<file path="src/design/aasw_pkg.sv">
// Shared constants for the ADC angle smoothing window block.
package aasw_pkg;

    // Field widths fixed by the register map
    localparam int SAMPLE_BITS_DEF = 12;
    localparam int ALPHA_W         = 17;
    localparam int ANGLE_W         = 32;
    localparam int MARGIN_W        = 31;
    localparam int FRAC_BITS       = 16;
    localparam int CFG_DATA_W      = 32;
    localparam int CFG_IDX_W       = 3;

    // Accumulator width that holds the angle average sum
    localparam int ANG_ACC_W = ANGLE_W + FRAC_BITS + 2;

    // Unity weight in Q1.16
    localparam logic [ALPHA_W-1:0] ONE_Q16 = 17'h10000;

    // Register indexes
    localparam logic [CFG_IDX_W-1:0] CFG_ALPHA_WEIGHT = 3'd0;
    localparam logic [CFG_IDX_W-1:0] CFG_LEVEL_LOW    = 3'd1;
    localparam logic [CFG_IDX_W-1:0] CFG_LEVEL_HIGH   = 3'd2;
    localparam logic [CFG_IDX_W-1:0] CFG_ANGLE_LOW    = 3'd3;
    localparam logic [CFG_IDX_W-1:0] CFG_ANGLE_HIGH   = 3'd4;
    localparam logic [CFG_IDX_W-1:0] CFG_EDGE_MARGIN  = 3'd5;

    // Register reset values
    localparam int ALPHA_RST      = 6554;
    localparam int LEVEL_LOW_RST  = 0;
    localparam int LEVEL_HIGH_RST = 4095;
    localparam int ANGLE_LOW_RST  = 0;
    localparam int ANGLE_HIGH_RST = 23592960;
    localparam int MARGIN_RST     = 0;

endpackage

</file>
<file path="src/design/aasw_divider.sv">
// Restoring bit-serial unsigned divider, one quotient bit per cycle.
module aasw_divider #(
    parameter int DIVD_W = 44,
    parameter int DVSR_W = 12
) (
    input  logic              aclk,
    input  logic              aresetn,
    input  logic              start,
    input  logic [DIVD_W-1:0] dividend,
    input  logic [DVSR_W-1:0] divisor,
    output logic              done,
    output logic [DIVD_W-1:0] quotient
);

    localparam int CNT_W = $clog2(DIVD_W);

    logic              busy_reg;
    logic              done_reg;
    logic [CNT_W-1:0]  cnt_reg;
    logic [DIVD_W-1:0] quo_reg;
    logic [DVSR_W-1:0] rem_reg;
    logic [DVSR_W-1:0] dvsr_reg;

    logic [DVSR_W:0]   shifted;
    logic [DVSR_W+1:0] trial;

    // Trial subtract of the divisor from the shifted partial remainder
    always_comb begin
        shifted = {rem_reg, quo_reg[DIVD_W-1]};
        trial   = {1'b0, shifted} - {2'b00, dvsr_reg};
    end

    // Shift one dividend bit in and one quotient bit out per cycle
    always_ff @(posedge aclk) begin
        if (!aresetn) begin
            busy_reg <= 1'b0;
            done_reg <= 1'b0;
            cnt_reg  <= '0;
        end else begin
            if (start) begin
                busy_reg <= 1'b1;
                done_reg <= 1'b0;
                cnt_reg  <= '0;
                quo_reg  <= dividend;
                rem_reg  <= '0;
                dvsr_reg <= divisor;
            end else if (busy_reg) begin
                if (trial[DVSR_W+1]) begin
                    rem_reg <= shifted[DVSR_W-1:0];
                    quo_reg <= {quo_reg[DIVD_W-2:0], 1'b0};
                end else begin
                    rem_reg <= trial[DVSR_W-1:0];
                    quo_reg <= {quo_reg[DIVD_W-2:0], 1'b1};
                end
                cnt_reg  <= cnt_reg + 1'b1;
                done_reg <= (cnt_reg == CNT_W'(DIVD_W - 1));
                if (cnt_reg == CNT_W'(DIVD_W - 1)) begin
                    busy_reg <= 1'b0;
                end
            end else begin
                done_reg <= 1'b0;
            end
        end
    end

    assign done     = done_reg;
    assign quotient = quo_reg;

endmodule

</file>
<file path="src/design/adc_angle_smoothing_window.sv">
// Top level: two-stage exponential smoothing with linear level-to-angle map.
//
// Each beat on the s_ channel carries one converter sample. The block averages
// it into the level average (weight alpha_weight, Q1.16, capped at one), maps
// the truncated level linearly from level_low..level_high onto
// angle_low..angle_high (Q16.16, saturated), averages that into the angle
// average with the same weight, and returns the level, the angle and the
// working-area flag as one beat on the m_ channel. Both averages start at zero
// after reset. One sample is in work at a time; a finished result waits in the
// output register while the next sample is taken. A sample passes through
// three shift-add multiplies that retire one bit of the multiplier per cycle and
// a restoring divider that retires one quotient bit per cycle. When level_low
// equals level_high the map multiply and the divide are skipped and only the
// two averaging multiplies run. Write the registers only while no sample is
// in work.
module adc_angle_smoothing_window
    import aasw_pkg::*;
#(
    parameter int SAMPLE_BITS = SAMPLE_BITS_DEF
) (
    input  logic                         aclk,
    input  logic                         aresetn,
    // configuration write port
    input  logic                         cfg_wr_en,
    input  logic [CFG_IDX_W-1:0]         cfg_index,
    input  logic [CFG_DATA_W-1:0]        cfg_data,
    // sample channel
    input  logic                         s_valid,
    output logic                         s_ready,
    input  logic [SAMPLE_BITS-1:0]       s_raw_sample,
    // result channel
    output logic                         m_valid,
    input  logic                         m_ready,
    output logic [SAMPLE_BITS-1:0]       m_smoothed_level,
    output logic signed [ANGLE_W-1:0]    m_smoothed_angle,
    output logic                         m_in_working_area
);

    localparam int SB     = SAMPLE_BITS;
    localparam int MUL_W  = (SB > ALPHA_W) ? SB : ALPHA_W;
    localparam int CNT_W  = $clog2(MUL_W);
    localparam int DIVD_W = SB + ANGLE_W;
    localparam int ACC_W  = (DIVD_W + 1 > ANG_ACC_W) ? DIVD_W + 1 : ANG_ACC_W;
    localparam int SUM_W  = DIVD_W + 2;
    localparam int BND_W  = ANGLE_W + 2;

    typedef enum logic [3:0] {
        ST_IDLE,
        ST_MUL_LVL,
        ST_LVL_DONE,
        ST_MUL_MAP,
        ST_DIV_START,
        ST_DIV_WAIT,
        ST_MAP_SUM,
        ST_ANG_SETUP,
        ST_MUL_ANG,
        ST_ANG_DONE,
        ST_FINISH
    } state_t;

    state_t state_reg;

    // configuration registers
    logic [ALPHA_W-1:0]        alpha_reg;
    logic [SB-1:0]             level_low_reg;
    logic [SB-1:0]             level_high_reg;
    logic signed [ANGLE_W-1:0] angle_low_reg;
    logic signed [ANGLE_W-1:0] angle_high_reg;
    logic [MARGIN_W-1:0]       margin_reg;

    // averages
    logic [SB-1:0]             level_avg_reg;
    logic signed [ANGLE_W-1:0] angle_avg_reg;

    // serial datapath
    logic [CNT_W-1:0]          cnt_reg;
    logic [MUL_W-1:0]          mul_reg;
    logic signed [ACC_W-1:0]   mcand_reg;
    logic signed [ACC_W-1:0]   acc_reg;
    logic                      neg_reg;
    logic signed [DIVD_W:0]    quot_reg;
    logic signed [ANGLE_W-1:0] mapped_reg;
    logic signed [BND_W-1:0]   lower_reg;
    logic signed [BND_W-1:0]   upper_reg;

    // output register
    logic                      m_valid_reg;
    logic [SB-1:0]             m_level_reg;
    logic signed [ANGLE_W-1:0] m_angle_reg;
    logic                      m_inside_reg;

    // combinational helpers
    logic [ALPHA_W-1:0]        alpha_eff;
    logic signed [SB:0]        lvl_diff;
    logic [SB-1:0]             level_new;
    logic signed [SB:0]        lrange;
    logic [SB-1:0]             lrange_mag;
    logic signed [SB:0]        ldelta;
    logic [SB-1:0]             ldelta_mag;
    logic signed [ANGLE_W:0]   adelta;
    logic [ANGLE_W-1:0]        adelta_mag;
    logic signed [ANGLE_W:0]   ang_diff;
    logic signed [SUM_W-1:0]   map_sum;
    logic                      map_fits;
    logic signed [ACC_W-1:0]   acc_round;
    logic signed [ANGLE_W-1:0] angle_new;
    logic signed [BND_W-1:0]   angle_ext;
    logic                      area_hit;
    logic                      mul_last;
    logic                      in_beat;
    logic                      out_free;
    logic                      out_load;
    logic                      div_start;
    logic                      div_done;
    logic [DIVD_W-1:0]         div_quo;

    // Cap the weight at one and form the signed differences
    always_comb begin
        alpha_eff  = alpha_reg[ALPHA_W-1] ? ONE_Q16 : alpha_reg;
        lvl_diff   = $signed({1'b0, s_raw_sample}) - $signed({1'b0, level_avg_reg});
        level_new  = acc_reg[SB+FRAC_BITS-1:FRAC_BITS];
        lrange     = $signed({1'b0, level_high_reg}) - $signed({1'b0, level_low_reg});
        lrange_mag = lrange[SB] ? SB'(-lrange) : lrange[SB-1:0];
        ldelta     = $signed({1'b0, level_new}) - $signed({1'b0, level_low_reg});
        ldelta_mag = ldelta[SB] ? SB'(-ldelta) : ldelta[SB-1:0];
        adelta     = $signed({angle_high_reg[ANGLE_W-1], angle_high_reg})
                   - $signed({angle_low_reg[ANGLE_W-1], angle_low_reg});
        adelta_mag = adelta[ANGLE_W] ? ANGLE_W'(-adelta) : adelta[ANGLE_W-1:0];
        ang_diff   = $signed({mapped_reg[ANGLE_W-1], mapped_reg})
                   - $signed({angle_avg_reg[ANGLE_W-1], angle_avg_reg});
    end

    // Add the offset to the quotient and saturate to 32 bits
    always_comb begin
        map_sum  = SUM_W'(angle_low_reg) + SUM_W'(quot_reg);
        map_fits = (&map_sum[SUM_W-1:ANGLE_W-1]) | ~(|map_sum[SUM_W-1:ANGLE_W-1]);
    end

    // Round the angle sum toward zero before dropping the fraction; test the average against the margin bounds
    always_comb begin
        acc_round = acc_reg + $signed({{(ACC_W-FRAC_BITS){1'b0}},
                                       {FRAC_BITS{acc_reg[ACC_W-1]}}});
        angle_new = acc_round[FRAC_BITS+ANGLE_W-1:FRAC_BITS];
        angle_ext = BND_W'(angle_avg_reg);
        area_hit  = (angle_ext > lower_reg) && (angle_ext < upper_reg);
    end

    assign mul_last  = (cnt_reg == CNT_W'(MUL_W - 1));
    assign in_beat   = s_valid && s_ready;
    assign out_free  = !m_valid_reg || m_ready;
    assign out_load  = (state_reg == ST_FINISH) && out_free;
    assign div_start = (state_reg == ST_DIV_START);

    aasw_divider #(
        .DIVD_W (DIVD_W),
        .DVSR_W (SB)
    ) u_aasw_divider (
        .aclk     (aclk),
        .aresetn  (aresetn),
        .start    (div_start),
        .dividend (acc_reg[DIVD_W-1:0]),
        .divisor  (lrange_mag),
        .done     (div_done),
        .quotient (div_quo)
    );

    // Hold state, configuration, averages and the output register
    always_ff @(posedge aclk) begin
        if (!aresetn) begin
            state_reg      <= ST_IDLE;
            cnt_reg        <= '0;
            m_valid_reg    <= 1'b0;
            alpha_reg      <= ALPHA_W'(ALPHA_RST);
            level_low_reg  <= SB'(LEVEL_LOW_RST);
            level_high_reg <= SB'(LEVEL_HIGH_RST);
            angle_low_reg  <= ANGLE_W'(ANGLE_LOW_RST);
            angle_high_reg <= ANGLE_W'(ANGLE_HIGH_RST);
            margin_reg     <= MARGIN_W'(MARGIN_RST);
            level_avg_reg  <= '0;
            angle_avg_reg  <= '0;
        end else begin
            // register writes; unknown indexes drop
            if (cfg_wr_en) begin
                unique case (cfg_index)
                    CFG_ALPHA_WEIGHT: alpha_reg      <= cfg_data[ALPHA_W-1:0];
                    CFG_LEVEL_LOW:    level_low_reg  <= cfg_data[SB-1:0];
                    CFG_LEVEL_HIGH:   level_high_reg <= cfg_data[SB-1:0];
                    CFG_ANGLE_LOW:    angle_low_reg  <= $signed(cfg_data[ANGLE_W-1:0]);
                    CFG_ANGLE_HIGH:   angle_high_reg <= $signed(cfg_data[ANGLE_W-1:0]);
                    CFG_EDGE_MARGIN:  margin_reg     <= cfg_data[MARGIN_W-1:0];
                    default: ;
                endcase
            end

            // drop the result once taken, unless the next one loads now
            if (m_valid_reg && m_ready && !out_load) begin
                m_valid_reg <= 1'b0;
            end

            unique case (state_reg)
                ST_IDLE: begin
                    if (in_beat) begin
                        acc_reg   <= $signed({{(ACC_W-SB-FRAC_BITS){1'b0}},
                                              level_avg_reg, {FRAC_BITS{1'b0}}});
                        mcand_reg <= ACC_W'(lvl_diff);
                        mul_reg   <= MUL_W'(alpha_eff);
                        cnt_reg   <= '0;
                        state_reg <= ST_MUL_LVL;
                    end
                end
                ST_MUL_LVL, ST_MUL_MAP, ST_MUL_ANG: begin
                    // retire one multiplier bit
                    if (mul_reg[0]) begin
                        acc_reg <= acc_reg + mcand_reg;
                    end
                    mcand_reg <= mcand_reg <<< 1;
                    mul_reg   <= mul_reg >> 1;
                    if (mul_last) begin
                        cnt_reg <= '0;
                        unique case (state_reg)
                            ST_MUL_LVL: state_reg <= ST_LVL_DONE;
                            ST_MUL_MAP: state_reg <= ST_DIV_START;
                            default:    state_reg <= ST_ANG_DONE;
                        endcase
                    end else begin
                        cnt_reg <= cnt_reg + 1'b1;
                    end
                end
                ST_LVL_DONE: begin
                    level_avg_reg <= level_new;
                    if (lrange == '0) begin
                        mapped_reg <= angle_low_reg;
                        state_reg  <= ST_ANG_SETUP;
                    end else begin
                        acc_reg   <= '0;
                        mcand_reg <= ACC_W'(adelta_mag);
                        mul_reg   <= MUL_W'(ldelta_mag);
                        neg_reg   <= ldelta[SB] ^ adelta[ANGLE_W] ^ lrange[SB];
                        state_reg <= ST_MUL_MAP;
                    end
                end
                ST_DIV_START: begin
                    state_reg <= ST_DIV_WAIT;
                end
                ST_DIV_WAIT: begin
                    if (div_done) begin
                        quot_reg  <= neg_reg ? -$signed({1'b0, div_quo})
                                             : $signed({1'b0, div_quo});
                        state_reg <= ST_MAP_SUM;
                    end
                end
                ST_MAP_SUM: begin
                    if (map_fits) begin
                        mapped_reg <= map_sum[ANGLE_W-1:0];
                    end else begin
                        mapped_reg <= map_sum[SUM_W-1] ? {1'b1, {(ANGLE_W-1){1'b0}}}
                                                       : {1'b0, {(ANGLE_W-1){1'b1}}};
                    end
                    state_reg <= ST_ANG_SETUP;
                end
                ST_ANG_SETUP: begin
                    acc_reg   <= ACC_W'($signed({angle_avg_reg, {FRAC_BITS{1'b0}}}));
                    mcand_reg <= ACC_W'(ang_diff);
                    mul_reg   <= MUL_W'(alpha_eff);
                    cnt_reg   <= '0;
                    state_reg <= ST_MUL_ANG;
                end
                ST_ANG_DONE: begin
                    angle_avg_reg <= angle_new;
                    lower_reg     <= BND_W'(angle_low_reg)
                                   + $signed({{(BND_W-MARGIN_W){1'b0}}, margin_reg});
                    upper_reg     <= BND_W'(angle_high_reg)
                                   - $signed({{(BND_W-MARGIN_W){1'b0}}, margin_reg});
                    state_reg     <= ST_FINISH;
                end
                ST_FINISH: begin
                    // load the output once the previous beat has left
                    if (out_free) begin
                        m_valid_reg  <= 1'b1;
                        m_level_reg  <= level_avg_reg;
                        m_angle_reg  <= angle_avg_reg;
                        m_inside_reg <= area_hit;
                        state_reg    <= ST_IDLE;
                    end
                end
                default: state_reg <= ST_IDLE;
            endcase
        end
    end

    assign s_ready           = (state_reg == ST_IDLE);
    assign m_valid           = m_valid_reg;
    assign m_smoothed_level  = m_level_reg;
    assign m_smoothed_angle  = m_angle_reg;
    assign m_in_working_area = m_inside_reg;

endmodule

</file>
<file path="config.mk">
export PLATFORM = sky130hd
export DESIGN_NAME = adc_angle_smoothing_window
export DESIGN_NICKNAME = d
export VERILOG_FILES = /design/src/design/aasw_pkg.sv /design/src/design/aasw_divider.sv /design/src/design/adc_angle_smoothing_window.sv
export SDC_FILE = /design/constraint.sdc
export NUM_CORES = 2
export LEC_CHECK = 0
export BUFFER_PORTS_ARGS = -buffer_cell sky130_fd_sc_hd__buf_2
export CAP_MARGIN = 20
export CORE_UTILIZATION = 23
export DETAILED_ROUTE_END_ITERATION = 8
export MAX_ROUTING_LAYER = met4
export PLACE_DENSITY = 0.36
export SKIP_CTS_REPAIR_TIMING = 1
export SLEW_MARGIN = 40
export SYNTH_ARGS = -nofsm -noshare
export SYNTH_HDL_FRONTEND = slang
export SYNTH_HIERARCHICAL = 1
export SYNTH_SLANG_ARGS = --single-unit
</file>
<file path="constraint.sdc">
create_clock -name aclk -period 9.4 [get_ports aclk]
set_input_delay 1.88 -clock aclk [delete_from_list [all_inputs] [get_ports aclk]]
set_output_delay 1.88 -clock aclk [all_outputs]
set_load 0.02 [all_outputs]
</file>
==> reports/metrics.cfg <==
[floorplanning]
rows = 150
die_y_um = 413
die-area_sq_mm = 0.171
die-width_um = 413
start_util_pct = 23.2
pin_count = 99
coreArea_sq_mm = 0.168

[clock_tree]
cts-buffers-inserted = 78
clockBufferDepth = 3
clk_pin_slew_worst_paths_ps = 60
cts-root-buf = clkbuf_16
clk_latency_ps = 690
cts.sinks = 572
htree_levels = 3
cts_tree = done

[worst_setup_path]
cp_max_fo = 31
critPathKind = flop to flop
rrSetupSlack_ps = 4280
arrival_ps = 5500
startpoint_type = flop
critPathRequiredTime_ps = 9790
end_kind = flop

[final_layout]
final_nets = 4724
drive_above_1_share_pct = 9.49
final_common_cell = nand2_1
synthToLayoutAreaGrowth_pct = 15.1
mostFrequentLayoutCells = 506 x nand2_1, 374 x edfxtp_1, 355 x ha_1, 302 x inv_1, 258 x a21oi_1
fin_area_sq_mm = 0.0448

[logic_synthesis]
ys.flop_type = edfxtp_1
syn_area_sq_mm = 0.0389
yosysUniqueCellTypes = 91
async_flop_share_pct = 0
yosys_warnings = 6
ys_seq_area_share_pct = 39.0
synth_edf_count = 374
syn-instance-count = 4213
synth-seq-cells = 572
synth_nets = 4630
syn_area_per_cell_sq_um = 9.24

[global_routing]
overflow = 0
grt_max_degree = 85
grt_pass1_vias = 30900
antenna_found_initial = 13
grt_first_pass_wirelength_um = 210000
grt_use_total_pct = 17.1

[route]
drt_iter0_markers = 2468
vias = 31300
vias_per_cell = 4.76
wl_per_cell_um = 21.7
ant_nets = 0
drc = 0
drtPass1Iterations = 6
drt-total-wl_um = 143000

[pwr]
ir_drop_uv = 144
power.density_mw_per_mm2 = 198
p_seq_share_pct = 36.2
p_comb_share_pct = 29.3
switching_share_pct = 35.6
p_leak_nw = 17.3
clockPowerShare_pct = 34.6
internal-power_mw = 5.71
p_switching_mw = 3.15

[run]
maxCapViolations = 0

[placed_design]
io_buffer_count = 98
hpwlAfterDp_um = 110000
dpl_cell_area_sq_mm = 0.0422
gp_congestion = 0.860

[timing]
min_period_over_period_pct = 54.4
final.setup.tns_ps = 0
slew_headroom_pct = 43.3
rsz0062_at_grt = no
max_freq_ghz = 0.195
hold_viol = 0
drv_slew = 0
fin_skew_ps = 26.1
min_period_ps = 5120
setup_viol = 0
tightestPinTransition_ps = 850

[hold_path]
hold_class = flop to flop

[outcome]
outcome = finished clean

-- power by group through the flow --
| stage | clock network, mW | logic [mW] | registers (mW) |
|---|---|---|---|
| floorplan | 0 | 1.80 | 3.13 |
| global placement | 0 | 2.60 | 3.26 |
| detailed placement | 0 | 2.59 | 3.26 |
| CTS | 3.16 | 2.61 | 3.21 |
| global route | 3.25 | 2.88 | 3.22 |
| finish | 3.06 | 2.59 | 3.20 |
-- cell type report --
class,count,area [sq um]
Inverter,303,1140
Fill cell,17900,123000
Clock buffer,112,2280
Antenna cell,2,5.00
Timing Repair Buffer,164,1010
Sequential cell,572,15200
Multi-Input combinational cell,3188,22100
Clock inverter,34,292
Tap cell,2204,2760
-- worst paths after layout --
check / start / endpoint / depth (start not counted)
worst max register to register: angle_low_reg[0] / mapped_reg[16] / 15
worst min-delay path: alpha_reg[2] / alpha_reg[2] / 2
worst max-delay path: angle_low_reg[0] / mapped_reg[16] / 15
worst min register to register: alpha_reg[2] / alpha_reg[2] / 2
-- routing by layer --
| layer | global-route usage, % | up-vias | part of all wire, % | routed length, um |
|---|---|---|---|---|
| li1 | - | 15500 | - | - |
| met2 | 25.6 | 574 | 43 | 62200 |
| met3 | 1.74 | 146 | 3.6 | 5160 |
| met1 | 24.6 | 15100 | 51 | 73100 |
| met5 | - | - | 0 | 0 |
| met4 | 4.14 | 0 | 1.9 | 2670 |
-- worst max-delay path: stages (launching register included) --
cell and delay (ps):
dfxtp_1 380, ha_1 260, fa_1 410, a21oi_1 270, o22ai_1 200, o41a_1 450
o2111ai_1 290, and3b_1 320, o41a_1 270, o21ai_1 120, a31oi_1 220, xor2_1 240
o2111ai_1 150, nor4_1 410, or2_2 590, o22ai_1 220
-- kinds of logic after synthesis --
group                      share of synthesized area (%)
xor gates and xnor gates                            7.83
DFF                                                 39.0
muxes                                               1.70
and+or+nand+nor                                     14.5
buffers and inverters                               4.41
AOI/OAI and AO/OA                                   20.6
adders and majority gates                           11.9
-- cell usage after synthesis (8+ instances only) --
cell        n  area [sq um]
dfxtp_1   198          3960
nand2b_1   47           294
a21boi_0  143          1070
o21ai_0   241          1210
nand3_1    94           470
a22oi_1    28           210
a21oi_1   260          1300
a221o_1     9          90.1
a221oi_1   26           228
a21o_1    162          1220
a41oi_1     8          70.1
or3_1      29           181
inv_1     302          1130
clkbuf_1  135           507
o22ai_1    53           332
o211ai_1   22           165
nor2b_1    51           319
edfxtp_1  374         11200
mux2_2     46           518
o31a_1      8          70.1
o21a_1     28           210
or4_1       8          60.1
and3_1     31           194
xnor2_1   233          2040
a31oi_1    42           263
and4_1     12           105
or2_2      18           113
ha_1      355          4440
buf_1       8          30.0
o21bai_1   32           240
a211oi_1   19           143
nand2_1   506          1900
nor3b_1     9          67.6
o31ai_1    33           248
nand4_1    43           269
nor4_1     20           125
nor2_1    235           882
a31o_2     13           114
fa_1       10           200
nor3_1     45           225
xor2_1    115          1010
and2_1     24           150
mux2i_1    13           130
-- stage by stage --
stage          instances  hold slack [ps]  worst slack (ps)  power (mW)  util [%]
2_1_floorplan       4213              441              3490        4.93         -
3_3_place_gp        6431              451              3770        5.86      25.2
3_5_place_dp        6431              460              3840        5.84      25.2
4_1_cts             6577              468              4260        8.98      26.7
5_1_grt             6578              487              3950        9.35      26.7
6_report            6579              466              4280        8.86      26.7
Note: power is estimated with default switching activity, not from simulation.
